`src/dfa_scan_pkg.sv`:
```
`timescale 1ns / 1ps
// ----------------------------------------------------------------------------
// DFA scanner package
// Shared widths, command and cause codes, register indexes and the structs
// passed between the scanner top level and its alphabet matcher and store.
// ----------------------------------------------------------------------------
package dfa_scan_pkg;

    localparam int CHAR_W       = 8;
    localparam int STATE_W      = 4;
    localparam int SYM_W        = 3;
    localparam int NEXT_W       = 5;
    localparam int LEN_W        = 12;
    localparam int CAUSE_W      = 2;
    localparam int CMD_W        = 2;
    localparam int CFG_IDX_W    = 2;
    localparam int CFG_DATA_W   = 64;
    localparam int ALPHA_SIZE_W = 4;
    localparam int MASK_W       = 16;

    localparam int DEF_STATE_COUNT = 16;
    localparam int DEF_NUM_SYMBOLS = 8;
    localparam int DEF_MAX_LENGTH  = 4095;

    typedef enum logic [CMD_W-1:0] {
        CMD_LOAD  = 2'd0,
        CMD_START = 2'd1,
        CMD_CHAR  = 2'd2,
        CMD_END   = 2'd3
    } cmd_t;

    typedef enum logic [CAUSE_W-1:0] {
        CAUSE_UNKNOWN  = 2'd0,
        CAUSE_NO_TRANS = 2'd1,
        CAUSE_END      = 2'd2
    } cause_t;

    localparam logic [CFG_IDX_W-1:0] CFG_ALPHABET    = 2'd0;
    localparam logic [CFG_IDX_W-1:0] CFG_ALPHA_SIZE  = 2'd1;
    localparam logic [CFG_IDX_W-1:0] CFG_ACCEPT_MASK = 2'd2;
    localparam logic [CFG_IDX_W-1:0] CFG_START_STATE = 2'd3;

    typedef struct packed {
        logic               en;
        logic [STATE_W-1:0] row;
        logic [SYM_W-1:0]   col;
        logic               ok;
        logic [STATE_W-1:0] next;
    } store_wr_t;

    typedef struct packed {
        logic               ok;
        logic [STATE_W-1:0] next;
    } store_rsp_t;

    typedef struct packed {
        logic             hit;
        logic [SYM_W-1:0] index;
    } sym_match_t;

endpackage

```
`src/table_driven_dfa_scanner_unit.sv`:
```
`timescale 1ns / 1ps
// ----------------------------------------------------------------------------
// Table-driven DFA scanner
// Programmable automaton: loads transition entries, starts scans, steps one
// character per transaction and reports one result when a scan stops.
//
//   channel  | handshake               | payload
//   ---------+-------------------------+-------------------------------------
//   input    | in_valid / in_stall     | command, char_byte, entry_state,
//            |                         | entry_symbol, entry_next
//   result   | out_valid / out_stall   | accepted, lexeme_length, stop_cause
//   config   | cfg_we                  | cfg_index, cfg_data
//
// One transaction per cycle while in_stall is low; the input register feeds the result register.
// The next-state memory is read at the upcoming state and registered along with it.
// Reset clears the transition flags at once; no clearing pass is needed.
// in_stall rises only while an input is held and the result register is stalled.
// ----------------------------------------------------------------------------
module table_driven_dfa_scanner_unit #(
    parameter int STATE_COUNT = dfa_scan_pkg::DEF_STATE_COUNT,
    parameter int NUM_SYMBOLS = dfa_scan_pkg::DEF_NUM_SYMBOLS,
    parameter int MAX_LENGTH  = dfa_scan_pkg::DEF_MAX_LENGTH
) (
    input  logic                                  clk,
    input  logic                                  rst_n,

    input  logic                                  in_valid,
    output logic                                  in_stall,
    input  logic [dfa_scan_pkg::CMD_W-1:0]        command,
    input  logic [dfa_scan_pkg::CHAR_W-1:0]       char_byte,
    input  logic [dfa_scan_pkg::STATE_W-1:0]      entry_state,
    input  logic [dfa_scan_pkg::SYM_W-1:0]        entry_symbol,
    input  logic signed [dfa_scan_pkg::NEXT_W-1:0] entry_next,

    output logic                                  out_valid,
    input  logic                                  out_stall,
    output logic                                  accepted,
    output logic [dfa_scan_pkg::LEN_W-1:0]        lexeme_length,
    output logic [dfa_scan_pkg::CAUSE_W-1:0]      stop_cause,

    input  logic                                  cfg_we,
    input  logic [dfa_scan_pkg::CFG_IDX_W-1:0]    cfg_index,
    input  logic [dfa_scan_pkg::CFG_DATA_W-1:0]   cfg_data
);

    localparam int StateW  = dfa_scan_pkg::STATE_W;
    localparam int StateLW = StateW + 1;
    localparam int SymW    = dfa_scan_pkg::SYM_W;
    localparam int SymLW   = SymW + 1;
    localparam int CharW   = dfa_scan_pkg::CHAR_W;
    localparam int NextW   = dfa_scan_pkg::NEXT_W;
    localparam int LenW    = dfa_scan_pkg::LEN_W;
    localparam int CauseW  = dfa_scan_pkg::CAUSE_W;
    localparam int DataW   = dfa_scan_pkg::CFG_DATA_W;
    localparam int SizeW   = dfa_scan_pkg::ALPHA_SIZE_W;
    localparam int MaskW   = dfa_scan_pkg::MASK_W;
    localparam int Rows    = (STATE_COUNT < (1 << StateW)) ? STATE_COUNT : (1 << StateW);
    localparam int CntW    = $clog2(MAX_LENGTH + 1);
    localparam logic [StateLW-1:0] RowLimit = StateLW'(Rows);
    localparam logic [SymLW-1:0]   SymLimit = SymLW'(NUM_SYMBOLS);
    localparam logic [CntW-1:0]    MaxCnt   = CntW'(MAX_LENGTH);

    // configuration
    logic [DataW-1:0]  alphabet_reg;
    logic [SizeW-1:0]  alpha_size_reg;
    logic [MaskW-1:0]  accept_mask_reg;
    logic [StateW-1:0] start_state_reg;

    // input register
    logic                    in_v_reg;
    dfa_scan_pkg::cmd_t      cmd_reg;
    logic [CharW-1:0]        char_reg;
    logic [StateW-1:0]       estate_reg;
    logic [SymW-1:0]         esym_reg;
    logic [NextW-1:0]        enext_reg;

    // scan state
    logic [StateW-1:0] cur_reg;
    logic [StateW-1:0] cur_next;
    logic [CntW-1:0]   count_reg;
    logic [CntW-1:0]   count_next;
    logic              scan_reg;
    logic              scan_next;

    // result register
    logic                 out_v_reg;
    logic                 accepted_reg;
    logic [LenW-1:0]      len_reg;
    logic [CauseW-1:0]    cause_reg;

    logic                     out_ready;
    logic                     fire;
    logic                     in_take;
    logic                     res_v;
    dfa_scan_pkg::cause_t     res_cause;
    logic                     res_accepted;
    logic                     load_ok;
    logic                     next_ok;
    dfa_scan_pkg::store_wr_t  wr;
    dfa_scan_pkg::store_rsp_t rsp;
    dfa_scan_pkg::sym_match_t sym;

    assign out_ready = !out_v_reg || !out_stall;
    assign fire      = in_v_reg && out_ready;
    assign in_stall  = in_v_reg && !out_ready;
    assign in_take   = in_valid && !in_stall;

    always_ff @(posedge clk or negedge rst_n)
    begin
        if (!rst_n)
        begin
            alphabet_reg    <= '0;
            alpha_size_reg  <= '0;
            accept_mask_reg <= '0;
            start_state_reg <= '0;
        end
        else if (cfg_we)
        begin
            unique case (cfg_index)
                dfa_scan_pkg::CFG_ALPHABET:    alphabet_reg    <= cfg_data;
                dfa_scan_pkg::CFG_ALPHA_SIZE:  alpha_size_reg  <= cfg_data[SizeW-1:0];
                dfa_scan_pkg::CFG_ACCEPT_MASK: accept_mask_reg <= cfg_data[MaskW-1:0];
                dfa_scan_pkg::CFG_START_STATE: start_state_reg <= cfg_data[StateW-1:0];
                default:                       alphabet_reg    <= alphabet_reg;
            endcase
        end
    end

    always_ff @(posedge clk or negedge rst_n)
    begin
        if (!rst_n)
        begin
            in_v_reg <= 1'b0;
        end
        else if (in_take)
        begin
            in_v_reg <= 1'b1;
        end
        else if (fire)
        begin
            in_v_reg <= 1'b0;
        end
    end

    always_ff @(posedge clk)
    begin
        if (in_take)
        begin
            cmd_reg    <= dfa_scan_pkg::cmd_t'(command);
            char_reg   <= char_byte;
            estate_reg <= entry_state;
            esym_reg   <= entry_symbol;
            enext_reg  <= entry_next;
        end
    end

    dfa_scan_symmap #(
        .NUM_SYMBOLS (NUM_SYMBOLS)
    ) u_symmap (
        .char_in    (char_reg),
        .alphabet   (alphabet_reg),
        .alpha_size (alpha_size_reg),
        .match      (sym)
    );

    dfa_scan_store #(
        .STATE_COUNT (STATE_COUNT),
        .NUM_SYMBOLS (NUM_SYMBOLS)
    ) u_store (
        .clk        (clk),
        .rst_n      (rst_n),
        .wr         (wr),
        .rd_state   (cur_next),
        .look_state (cur_reg),
        .look_sym   (sym.index),
        .rsp        (rsp)
    );

    assign load_ok = ({1'b0, estate_reg} < RowLimit) && ({1'b0, esym_reg} < SymLimit);
    assign next_ok = !enext_reg[NextW-1] && ({1'b0, enext_reg[StateW-1:0]} < RowLimit);
    assign res_accepted = accept_mask_reg[cur_reg] && (count_reg != '0);

    always_comb
    begin
        cur_next   = cur_reg;
        count_next = count_reg;
        scan_next  = scan_reg;
        res_v      = 1'b0;
        res_cause  = dfa_scan_pkg::CAUSE_END;
        wr.en      = 1'b0;
        wr.row     = estate_reg;
        wr.col     = esym_reg;
        wr.ok      = next_ok;
        wr.next    = enext_reg[StateW-1:0];
        unique case (cmd_reg)
            dfa_scan_pkg::CMD_LOAD:
            begin
                wr.en = fire && load_ok;
            end
            dfa_scan_pkg::CMD_START:
            begin
                if (fire)
                begin
                    cur_next   = start_state_reg;
                    count_next = '0;
                    scan_next  = 1'b1;
                end
            end
            dfa_scan_pkg::CMD_CHAR:
            begin
                if (fire && scan_reg)
                begin
                    if (!sym.hit)
                    begin
                        res_v     = 1'b1;
                        res_cause = dfa_scan_pkg::CAUSE_UNKNOWN;
                        scan_next = 1'b0;
                    end
                    else if (!rsp.ok)
                    begin
                        res_v     = 1'b1;
                        res_cause = dfa_scan_pkg::CAUSE_NO_TRANS;
                        scan_next = 1'b0;
                    end
                    else
                    begin
                        cur_next = rsp.next;
                        if (count_reg < MaxCnt)
                        begin
                            count_next = count_reg + 1'b1;
                        end
                    end
                end
            end
            dfa_scan_pkg::CMD_END:
            begin
                if (fire && scan_reg)
                begin
                    res_v     = 1'b1;
                    res_cause = dfa_scan_pkg::CAUSE_END;
                    scan_next = 1'b0;
                end
            end
            default:
            begin
                scan_next = scan_reg;
            end
        endcase
    end

    always_ff @(posedge clk or negedge rst_n)
    begin
        if (!rst_n)
        begin
            cur_reg   <= '0;
            count_reg <= '0;
            scan_reg  <= 1'b0;
            out_v_reg <= 1'b0;
        end
        else
        begin
            cur_reg   <= cur_next;
            count_reg <= count_next;
            scan_reg  <= scan_next;
            if (res_v)
            begin
                out_v_reg <= 1'b1;
            end
            else if (!out_stall)
            begin
                out_v_reg <= 1'b0;
            end
        end
    end

    always_ff @(posedge clk)
    begin
        if (res_v)
        begin
            accepted_reg <= res_accepted;
            len_reg      <= LenW'(count_reg);
            cause_reg    <= res_cause;
        end
    end

    assign out_valid     = out_v_reg;
    assign accepted      = accepted_reg;
    assign lexeme_length = len_reg;
    assign stop_cause    = cause_reg;

endmodule

```
`src/dfa_scan_symmap.sv`:
```
`timescale 1ns / 1ps
// ----------------------------------------------------------------------------
// DFA scanner alphabet matcher
// Compares one byte against all configured alphabet symbols in parallel and
// returns the lowest matching symbol index.
// ----------------------------------------------------------------------------
module dfa_scan_symmap #(
    parameter int NUM_SYMBOLS = dfa_scan_pkg::DEF_NUM_SYMBOLS
) (
    input  logic [dfa_scan_pkg::CHAR_W-1:0]       char_in,
    input  logic [dfa_scan_pkg::CFG_DATA_W-1:0]   alphabet,
    input  logic [dfa_scan_pkg::ALPHA_SIZE_W-1:0] alpha_size,
    output dfa_scan_pkg::sym_match_t              match
);

    localparam int CharW = dfa_scan_pkg::CHAR_W;
    localparam int SizeW = dfa_scan_pkg::ALPHA_SIZE_W;
    localparam int SymW  = dfa_scan_pkg::SYM_W;
    localparam logic [SizeW-1:0] SymLimit = SizeW'(NUM_SYMBOLS);

    logic [SizeW-1:0]       used;
    logic [NUM_SYMBOLS-1:0] hits;

    assign used = (alpha_size > SymLimit) ? SymLimit : alpha_size;

    always_comb
    begin
        for (int k = 0; k < NUM_SYMBOLS; k++)
        begin
            hits[k] = (SizeW'(k) < used) && (alphabet[CharW*k +: CharW] == char_in);
        end
    end

    always_comb
    begin
        match.hit   = 1'b0;
        match.index = '0;
        for (int k = NUM_SYMBOLS - 1; k >= 0; k--)
        begin
            if (hits[k])
            begin
                match.hit   = 1'b1;
                match.index = SymW'(k);
            end
        end
    end

endmodule

```
`src/dfa_scan_store.sv`:
```
`timescale 1ns / 1ps
// ----------------------------------------------------------------------------
// DFA scanner transition store
// Row-wide memory of next states, read ahead at the upcoming state and registered,
// per-entry transition flags cleared by reset, and a bypass for a write that
// lands on the row being read in the same cycle.
// ----------------------------------------------------------------------------
module dfa_scan_store #(
    parameter int STATE_COUNT = dfa_scan_pkg::DEF_STATE_COUNT,
    parameter int NUM_SYMBOLS = dfa_scan_pkg::DEF_NUM_SYMBOLS
) (
    input  logic                              clk,
    input  logic                              rst_n,
    input  dfa_scan_pkg::store_wr_t           wr,
    input  logic [dfa_scan_pkg::STATE_W-1:0]  rd_state,
    input  logic [dfa_scan_pkg::STATE_W-1:0]  look_state,
    input  logic [dfa_scan_pkg::SYM_W-1:0]    look_sym,
    output dfa_scan_pkg::store_rsp_t          rsp
);

    localparam int StateW  = dfa_scan_pkg::STATE_W;
    localparam int StateLW = StateW + 1;
    localparam int Rows    = (STATE_COUNT < (1 << StateW)) ? STATE_COUNT : (1 << StateW);
    localparam int RowW    = $clog2(Rows);
    localparam int ColW    = (NUM_SYMBOLS > 1) ? $clog2(NUM_SYMBOLS) : 1;
    localparam logic [StateLW-1:0] RowLimit = StateLW'(Rows);

    logic [RowW-1:0]        mem [Rows][NUM_SYMBOLS];
    logic [RowW-1:0]        row_reg [NUM_SYMBOLS];
    logic [NUM_SYMBOLS-1:0] ok_reg [Rows];
    logic                   fwd_hit_reg;
    logic                   fwd_hit_next;
    logic [ColW-1:0]        fwd_col_reg;
    logic [RowW-1:0]        fwd_data_reg;

    logic [RowW-1:0] wr_row;
    logic [ColW-1:0] wr_col;
    logic [RowW-1:0] rd_row;
    logic [RowW-1:0] look_row;
    logic [ColW-1:0] look_col;
    logic            look_in;
    logic [RowW-1:0] look_data;

    assign wr_row   = wr.row[RowW-1:0];
    assign wr_col   = wr.col[ColW-1:0];
    assign rd_row   = ({1'b0, rd_state} < RowLimit) ? rd_state[RowW-1:0] : '0;
    assign look_in  = ({1'b0, look_state} < RowLimit);
    assign look_row = look_in ? look_state[RowW-1:0] : '0;
    assign look_col = look_sym[ColW-1:0];

    assign fwd_hit_next = wr.en && wr.ok && (wr.row == rd_state);

    always_ff @(posedge clk)
    begin
        if (wr.en && wr.ok)
        begin
            mem[wr_row][wr_col] <= wr.next[RowW-1:0];
        end
        row_reg      <= mem[rd_row];
        fwd_col_reg  <= wr_col;
        fwd_data_reg <= wr.next[RowW-1:0];
    end

    always_ff @(posedge clk or negedge rst_n)
    begin
        if (!rst_n)
        begin
            for (int r = 0; r < Rows; r++)
            begin
                ok_reg[r] <= '0;
            end
            fwd_hit_reg <= 1'b0;
        end
        else
        begin
            if (wr.en)
            begin
                ok_reg[wr_row][wr_col] <= wr.ok;
            end
            fwd_hit_reg <= fwd_hit_next;
        end
    end

    assign look_data = (fwd_hit_reg && (fwd_col_reg == look_col)) ? fwd_data_reg
                                                                  : row_reg[look_col];

    assign rsp.ok   = look_in && ok_reg[look_row][look_col];
    assign rsp.next = StateW'(look_data);

endmodule

```
`config.mk`:
```
export PLATFORM = sky130hd
export DESIGN_NAME = table_driven_dfa_scanner_unit
export DESIGN_NICKNAME = d
export VERILOG_FILES = /design/src/dfa_scan_pkg.sv /design/src/table_driven_dfa_scanner_unit.sv /design/src/dfa_scan_symmap.sv /design/src/dfa_scan_store.sv
export SDC_FILE = /design/constraint.sdc
export NUM_CORES = 1
export LEC_CHECK = 0
export BUFFER_PORTS_ARGS = -buffer_cell sky130_fd_sc_hd__buf_2
export CAP_MARGIN = 20
export CORE_AREA = 2 2 256 258
export CTS_BUF_LIST = sky130_fd_sc_hd__clkbuf_4 sky130_fd_sc_hd__clkbuf_8
export DETAILED_ROUTE_END_ITERATION = 7
export DIE_AREA = 0 0 258 260
export HOLD_SLACK_MARGIN = 0.15
export PLACE_DENSITY = 0.7
export SLEW_MARGIN = 5
export SYNTH_ARGS = -nofsm -noshare
export SYNTH_HDL_FRONTEND = slang
export SYNTH_SLANG_ARGS = --single-unit
```
`constraint.sdc`:
```
create_clock -name clk -period 5 [get_ports clk]
set_clock_uncertainty 0.1 [all_clocks]
set_input_delay 1.5 -clock clk [delete_from_list [all_inputs] [get_ports clk]]
set_output_delay 1.5 -clock clk [all_outputs]
set_load 0.005 [all_outputs]
```
==> run summary, run 1 <==
DR WL/cell - 24.97 um
Main synth FF type - edfxtp_1
Cts bufs inserted - 135
Worst Tran Pin Value - 1.143 ns
Clk slew on worst S/H paths - 0.07 ns
Fin nets - 2859
Skew-Pair Late Insertion Delay - 0.80 ns
DR vias - 23410
Post-layout min period - 4.763 ns
Post-Synthesis Cell Area - 34950 um2
Final setup TNS - 0 ns
Max Cap Violations - 0
Worst Setup SP - char_reg[5]$_DFFE_PP_
Rows - 93
Switching Fraction - 0.2541
Slowest cell on the critical path - edfxtp_1
Final GP Congestion - 0.9176
Asr flop ratio synth - 0.2864
Critical path launch point type - register
#FFs+latches synth - 824
Drt pass-1 iters - 6
Max H-tree Level - 4
RSZ-0062 raised after global routing - false
CTS max path bufs - 3
Fin. Hold Viols - 0
DRT Wirelength - 92990 um
Max stage delay on crit path - 0.55 ns
Number of buffers and inverters on the critical path - 4
Synth Area per Inst - 13.35 um2
Initial core utilization - 0.5452
Post-synthesis cell type count - 75
Sequential fraction of the synthesis area - 0.6629
Finish-stage setup viols - 0
P per Cell Area - 399.2 nW/um2
Setup ws final - 0.2369 ns
P_leak - 14.25 nW
Clock power frac - 0.384
Net Count, Synth - 2718
CTS tree - yes
Warnings from Yosys - 0
Worst path required time - 5.57 ns
Pre-CTS WS - 0.04090 ns
Clk sinks - 824
Layout cells sized above 1 - 0.2341
Detailed Place HPWL - 58370 um
Finished Cell Area - 39620 um2
I/O Pins - 110
Crit Path Class - reg2reg
Min-delay worst type - reg2reg
Max reg flops - 512
Die X - 258 um
Area Overhead vs Synth - 13.35%
Sequential Power Share - 0.502
Placeable Area - 64120 um2
Max frequency - 209.9 MHz
Initial antenna violation count - 4
Root Buffer - clkbuf_8
Post-synth EDFFs - 549
Outcome - completed
Largest net degree at the start of global routing - 130
Min-delay src - esym_reg[0]$_DFFE_PP_
Family with the most delay on the worst path - compound AO/OA/AOI/OAI gates
VDD IR-drop max - 280.6 uV
First-pass GRT wire length - 140100 um
Final Util - 0.6180
Die ar. - 67080 um2
CP max FO - 48
Die H - 260 um
Syn Inst Count - 2618
Post-route DRC - 0
Routed vias/inst - 6.287
Pint - 0.01180 W
Vias in the first global route - 22970
DRT iter0 DRCs - 2548
Detail Route Antenna Nets - 0
R2r startpoint - char_reg[5]$_DFFE_PP_
Net Sw Power - 0.004019 W
Period utilization - 0.9526
Crit path capture type - register
Critical-path cell list - buf_4 > xnor2_1 > nand3_1 > nor3_2 > nor2_1 > a21oi_2 > buf_12 > mux2i_1 > a22oi_1 > a41oi_1 > a2bb2oi_1 > and2_4 > inv_8 > buf_12 > mux2i_1 > a22o_1 > a211oi_2
Logic pwr share - 0.114
Slew Limit Headroom - 0.2350
DP Area - 36710 um2
Total grt overflow - 0
Slew Viols, Final - 0
Crit path DAT - 5.33 ns
Number of port buffers - 109
GRT Total Usage - 0.2784
power by group through the flow:
stage	clock network [W]	logic [W]	registers (W)
6_report	0.00607	0.00180	0.00794
5_1_grt	0.00644	0.00193	0.00797
4_1_cts	0.00613	0.00178	0.00793
3_5_place_dp	0	0.00178	0.00806
3_3_place_gp	0	0.00174	0.00806
2_1_floorplan	0	0.00116	0.00792
cell type report:
cell class	instances	area, um2
Timing Repair Buffer	204	1553
Clock inverter	39	299.0
Clock buffer	205	2502
Inverter	16	67.56
Sequential cell	824	23170
Fill cell	4730	24490
Antenna cell	3	7.507
Multi-Input combinational cell	1578	10950
Tap cell	855	1070
metrics by stage:
step	hold WS, ns	instances	power [W]
after floorplan	0.2926	2618	0.009085
after detailed placement	0.3639	3471	0.009840
after global placement	0.3535	3469	0.009798
after global routing	0.4010	3723	0.01633
after CTS	0.3786	3715	0.01585
final	0.3599	3724	0.01582
kinds of logic after synthesis:
| logic type | Yosys count | share of synthesized area |
|---|---|---|
| adders and majority gates | 7 | 0.002506 |
| DFF | 824 | 0.6629 |
| xor gates and xnor gates | 74 | 0.01854 |
| buffers and inverters | 216 | 0.02688 |
| muxes | 256 | 0.09422 |
| and+or+nand+nor | 719 | 0.1023 |
| AOI/OAI and AO/OA | 522 | 0.09261 |
layout by cell type, fill, tap and decap left out, types with 19 or more instances in the layout:
cell | synthesis | final
a21oi_1 | 145 | 144
a31oi_1 | 104 | 104
a32o_1 | 21 | 21
a32oi_1 | 43 | 43
and3_1 | 29 | 29
buf_12 | 0 | 21
buf_2 | 32 | 109
buf_4 | 11 | 71
clkbuf_4 | 0 | 51
clkbuf_8 | 0 | 154
dfrtp_1 | 236 | 235
dfxtp_1 | 39 | 39
edfxtp_1 | 549 | 549
mux2_2 | 134 | 134
mux2i_1 | 77 | 77
mux4_2 | 45 | 45
nand2_1 | 176 | 176
nand3_1 | 180 | 180
nand4_1 | 19 | 19
nor2_1 | 190 | 187
nor4b_2 | 19 | 19
o21ai_0 | 118 | 118
o22ai_1 | 21 | 21
xnor2_1 | 43 | 43
xor2_1 | 31 | 31
cells in the mapped netlist, types with 12 or more instances:
cell | count | area (um2)
a31oi_1 | 104 | 650.6
a32oi_1 | 43 | 376.6
buf_2 | 32 | 160.2
o21ai_0 | 118 | 590.6
mux4_2 | 45 | 1013
a21oi_1 | 145 | 725.7
or3_1 | 13 | 81.33
nand4_1 | 19 | 118.9
a21o_1 | 17 | 127.6
o22ai_1 | 21 | 131.4
clkbuf_1 | 137 | 514.2
edfxtp_1 | 549 | 16490
nor2_1 | 190 | 713.2
and3_1 | 29 | 181.4
xnor2_1 | 43 | 376.6
buf_1 | 14 | 52.55
nand2_1 | 176 | 660.6
a32o_1 | 21 | 210.2
nor3_1 | 21 | 105.1
nand3_1 | 180 | 900.9
dfxtp_1 | 39 | 780.8
xor2_1 | 31 | 271.5
inv_1 | 14 | 52.55
mux2_2 | 134 | 1509
dfrtp_1 | 236 | 5906
mux2i_1 | 77 | 770.7
and4_1 | 12 | 105.1
nor4b_2 | 19 | 285.3
worst paths after layout:
check                                                  to  slack (ns)  depth (start not counted)
max                           u_store.row_reg[30]$_DFF_P_        0.24                         17
max in group asynchronous  u_store.ok_reg[63]$_DFFE_PN0P_        3.20                          2
min                        u_store.fwd_col_reg[0]$_DFF_P_        0.36                          0
min reg2reg                u_store.fwd_col_reg[0]$_DFF_P_        0.36                          0
min in group asynchronous  u_store.ok_reg[80]$_DFFE_PN0P_        0.61                          1
max reg2reg                   u_store.row_reg[30]$_DFF_P_        0.24                         17
timing repair:
action	in CTS	in global routing
hold buffers	0	0
hold endpoints to repair	0	0
setup buffers	0	3
resized for setup	0	7
setup endpoints to repair	0	33
routing by layer:
metal  vias to the layer above  share of wire  global-route usage
li1                      10230              -                   -
met2                      1251           0.47              0.4310
met4                         2          0.031              0.1233
met5                         -        0.00012                   0
met1                     11730           0.40              0.3848
met3                       197          0.095             0.05692
(Power assumes the default switching activity.)
==> run 2: changes to the inputs <==
ABC_AREA = 1   (was unset)
CORE_AREA = 5 5 267 269   (was 2 2 256 258)
DIE_AREA = 0 0 272 274   (was 0 0 258 260)
==> run summary, run 2 <==
Outcome - completed
Post-synth EDFFs - 549 (unchanged)
Setup ws final - 0.5570 ns (+0.3201 ns)
Die ar. - 74530 um2 (+11%)
Worst R2R Path Depth - 25 (+8)
Synth top area share - 0.4407 (-0.03100)
CTS tree - yes
Syn Inst Count - 3875 (+48%)
Worst Tran Pin Value - 1.126 ns (-0.01735 ns)
Fin. Hold Viols - 0 (unchanged)
Die X - 272 um (+5.4%)
Worst path required time - 5.58 ns (about the same)
Crit path capture type - register
Slew Viols, Final - 0 (unchanged)
Number of port buffers - 109 (unchanged)
DRT Wirelength - 98410 um (+5.8%)
Max H-tree Level - 4 (unchanged)
Crit Path Class - reg2reg
Post-route DRC - 0 (unchanged)
Critical path launch point type - register
Post-synthesis cell type count - 46 (-39%)
Min-delay worst type - reg2reg
Synth Area per Inst - 9.655 um2 (-28%)
Finished Cell Area - 41520 um2 (+4.8%)
Routed vias/inst - 5.596 (-11%)
Main synth FF type - edfxtp_1
Detail Route Antenna Nets - 0 (unchanged)
Asr flop ratio synth - 0.2864 (unchanged)
DR WL/cell - 19.86 um (-20%)
Clk sinks - 824 (unchanged)
P per Cell Area - 417.2 nW/um2 (+4.5%)
Period utilization - 0.8886 (-0.06401)
Initial antenna violation count - 3 (-1)
Crit path DAT - 5.02 ns (-0.31 ns)
Most frequent cells after synthesis - nand2_1 (733), nand3_1 (652), edfxtp_1 (549), inv_1 (497), nor2_1 (308)
Final setup TNS - 0 ns (unchanged)
Placeable Area - 68350 um2 (+6.6%)
Max frequency - 225.1 MHz (+7.2%)
Post-layout min period - 4.443 ns (-0.3201 ns)
Vias in the first global route - 26840 (+17%)
Max reg flops - 512 (unchanged)
GRT Total Usage - 0.2643 (-0.01410)
Layout cells sized above 1 - 0.1182 (-0.1159)
CTS max path bufs - 3 (unchanged)
Area contributors post-synth - edfxtp_1 (44%), dfrtp_1 (16%), nand3_1 (8.7%)
Hold_buf cts - 0 (unchanged)
RSZ-0062 raised after global routing - false
Post-Synthesis Cell Area - 37410 um2 (+7.0%)
Hold slack - 0.3529 ns (-0.006923 ns)
Non-Filler Instances - 4954 (+33%)
P_leak - 17.72 nW (+24%)
Drt pass-1 iters - 5 (-1)
Skew-Pair Late Insertion Delay - 0.80 ns (about the same)
Initial core utilization - 0.5474 (+0.002230)
VDD IR-drop max - 291.5 uV (+3.9%)
Slew Limit Headroom - 0.2466 (+0.01161)
Clk slew on worst S/H paths - 0.06 ns (about the same)
Finish-stage setup viols - 0 (unchanged)
Commonest cells after routing, fill and taps aside - nand2_1 (730), nand3_1 (652), edfxtp_1 (549)
#FFs+latches synth - 824 (unchanged)
Total grt overflow - 0 (unchanged)
DR vias - 27720 (+18%)
Sequential fraction of the synthesis area - 0.6194 (-0.04357)
Largest net degree at the start of global routing - 227 (+75%)
Warnings from Yosys - 0 (unchanged)
Die H - 274 um (+5.4%)
Dpl cells - 4702 (+35%)
First-pass GRT wire length - 153600 um (+9.6%)
Rows - 96 (+3.2%)
CP max FO - 41 (-15%)
Area Overhead vs Synth - 10.97%
Cell taking the most area after synthesis - edfxtp_1
Root Buffer - clkbuf_8
I/O Pins - 110 (unchanged)
Most frequent cell after synthesis - nand2_1
Commonest non-fill, non-tap cell in the layout - nand2_1
DP Area - 38720 um2 (+5.5%)
Max Cap Violations - 0 (unchanged)
DRT iter0 DRCs - 3454 (+36%)
Fin nets - 4061 (+42%)
Pre-CTS WS - 0.3357 ns (+0.2948 ns)
Cts bufs inserted - 134 (-0.74%)
Detailed Place HPWL - 60980 um (+4.5%)
Hold Path Cell Cnt - 0 (unchanged)
Final GP Congestion - 0.9287 (+1.2%)
Net Count, Synth - 3975 (+46%)
==> run 2: worst paths after layout <==
kind                       slack (ns)                      from                               to
setup / recovery                 0.56     char_reg[1]$_DFFE_PP_      u_store.row_reg[26]$_DFF_P_
hold / removal                   0.35  count_reg[2]$_DFFE_PN0P_       lexeme_length[2]$_DFFE_PP_
setup reg to reg                 0.56     char_reg[1]$_DFFE_PP_      u_store.row_reg[26]$_DFF_P_
hold reg to reg                  0.35  count_reg[2]$_DFFE_PN0P_       lexeme_length[2]$_DFFE_PP_
max in group asynchronous        3.20                     rst_n  u_store.ok_reg[117]$_DFFE_PN0P_
min in group asynchronous        0.64                     rst_n     alphabet_reg[24]$_DFFE_PN0P_
==> run 2: per-layer routing <==
layer	up-vias	track usage	part of all wire
met5	-	0	0
met3	205	0.05522	0.084
li1	13070	-	-
met1	13320	0.3682	0.42
met4	0	0.1030	0.034
met2	1125	0.4122	0.46
==> run 2: logic make-up (layout without fill, tap and decap cells) <==
family                   count (synthesis)  count (layout)  synth area share
XOR/XNOR                                36              36          0.008428
multiplexers                            33              33          0.009933
AND/OR/NAND/NOR                       1874            1874            0.2273
adder cells (fa/ha/maj)                  7               7          0.002341
buffers and inverters                  732             927           0.08003
other                                    0               2                 0
AO/OA/AOI/OAI                          369             369           0.05257
flip-flops                             824             824            0.6194
==> run 2: power by group <==
part	leakage, nW	total (W)	switching [W]	internal (W)
clock network	1.46	0.00595	0.00271	0.00324
registers	8.38	0.00803	0.000373	0.00766
logic	7.88	0.00334	0.00230	0.00104
total	17.7	0.0173	0.00538	0.0119
==> run 2: area by class of cell <==
class / count / area, um2
multi-input combinational: 2319 / 11330
timing repair buffer: 171 / 1237
sequential: 824 / 23170
antenna: 2 / 5.005
fill: 5656 / 26830
tap: 882 / 1104
clock buffer: 207 / 2480
inverter: 511 / 1921
clock inverter: 38 / 267.8
==> run 2: critical path: stages, from the launching register on <==
cell and delay [ns]:
edfxtp_1 0.56, inv_2 0.16, o21ai_0 0.08, nor2_1 0.20, nand2_1 0.10, nor2_1 0.11, nand2_1 0.06, nand2_1 0.05
nand2_1 0.06, nand2_2 0.25, nand2_2 0.31, nand2_1 0.16, nand3_1 0.09, nand3_2 0.14, nand3_2 0.14, nor2_4 0.16
nand2_1 0.07, nand3_1 0.17, nand2_8 0.12, nand2_8 0.27, buf_4 0.42, nand2_1 0.11, nand3_1 0.09, nand3_1 0.10
nand3_1 0.13, nand2_1 0.06
==> run 2: timing repair <==
action                     4_1_cts  5_1_grt
gates resized for setup          0        1
setup endpoints to repair        0       22
setup buffers                    0        5
==> run 2: stage by stage <==
| step | utilization | total power, W |
|---|---|---|
| after floorplan | - | 0.01024 |
| after global routing | 0.6075 | 0.01809 |
| final | 0.6075 | 0.01732 |
| after CTS | 0.6068 | 0.01736 |
| after detailed placement | 0.5666 | 0.01144 |
| after global placement | 0.5664 | 0.01142 |
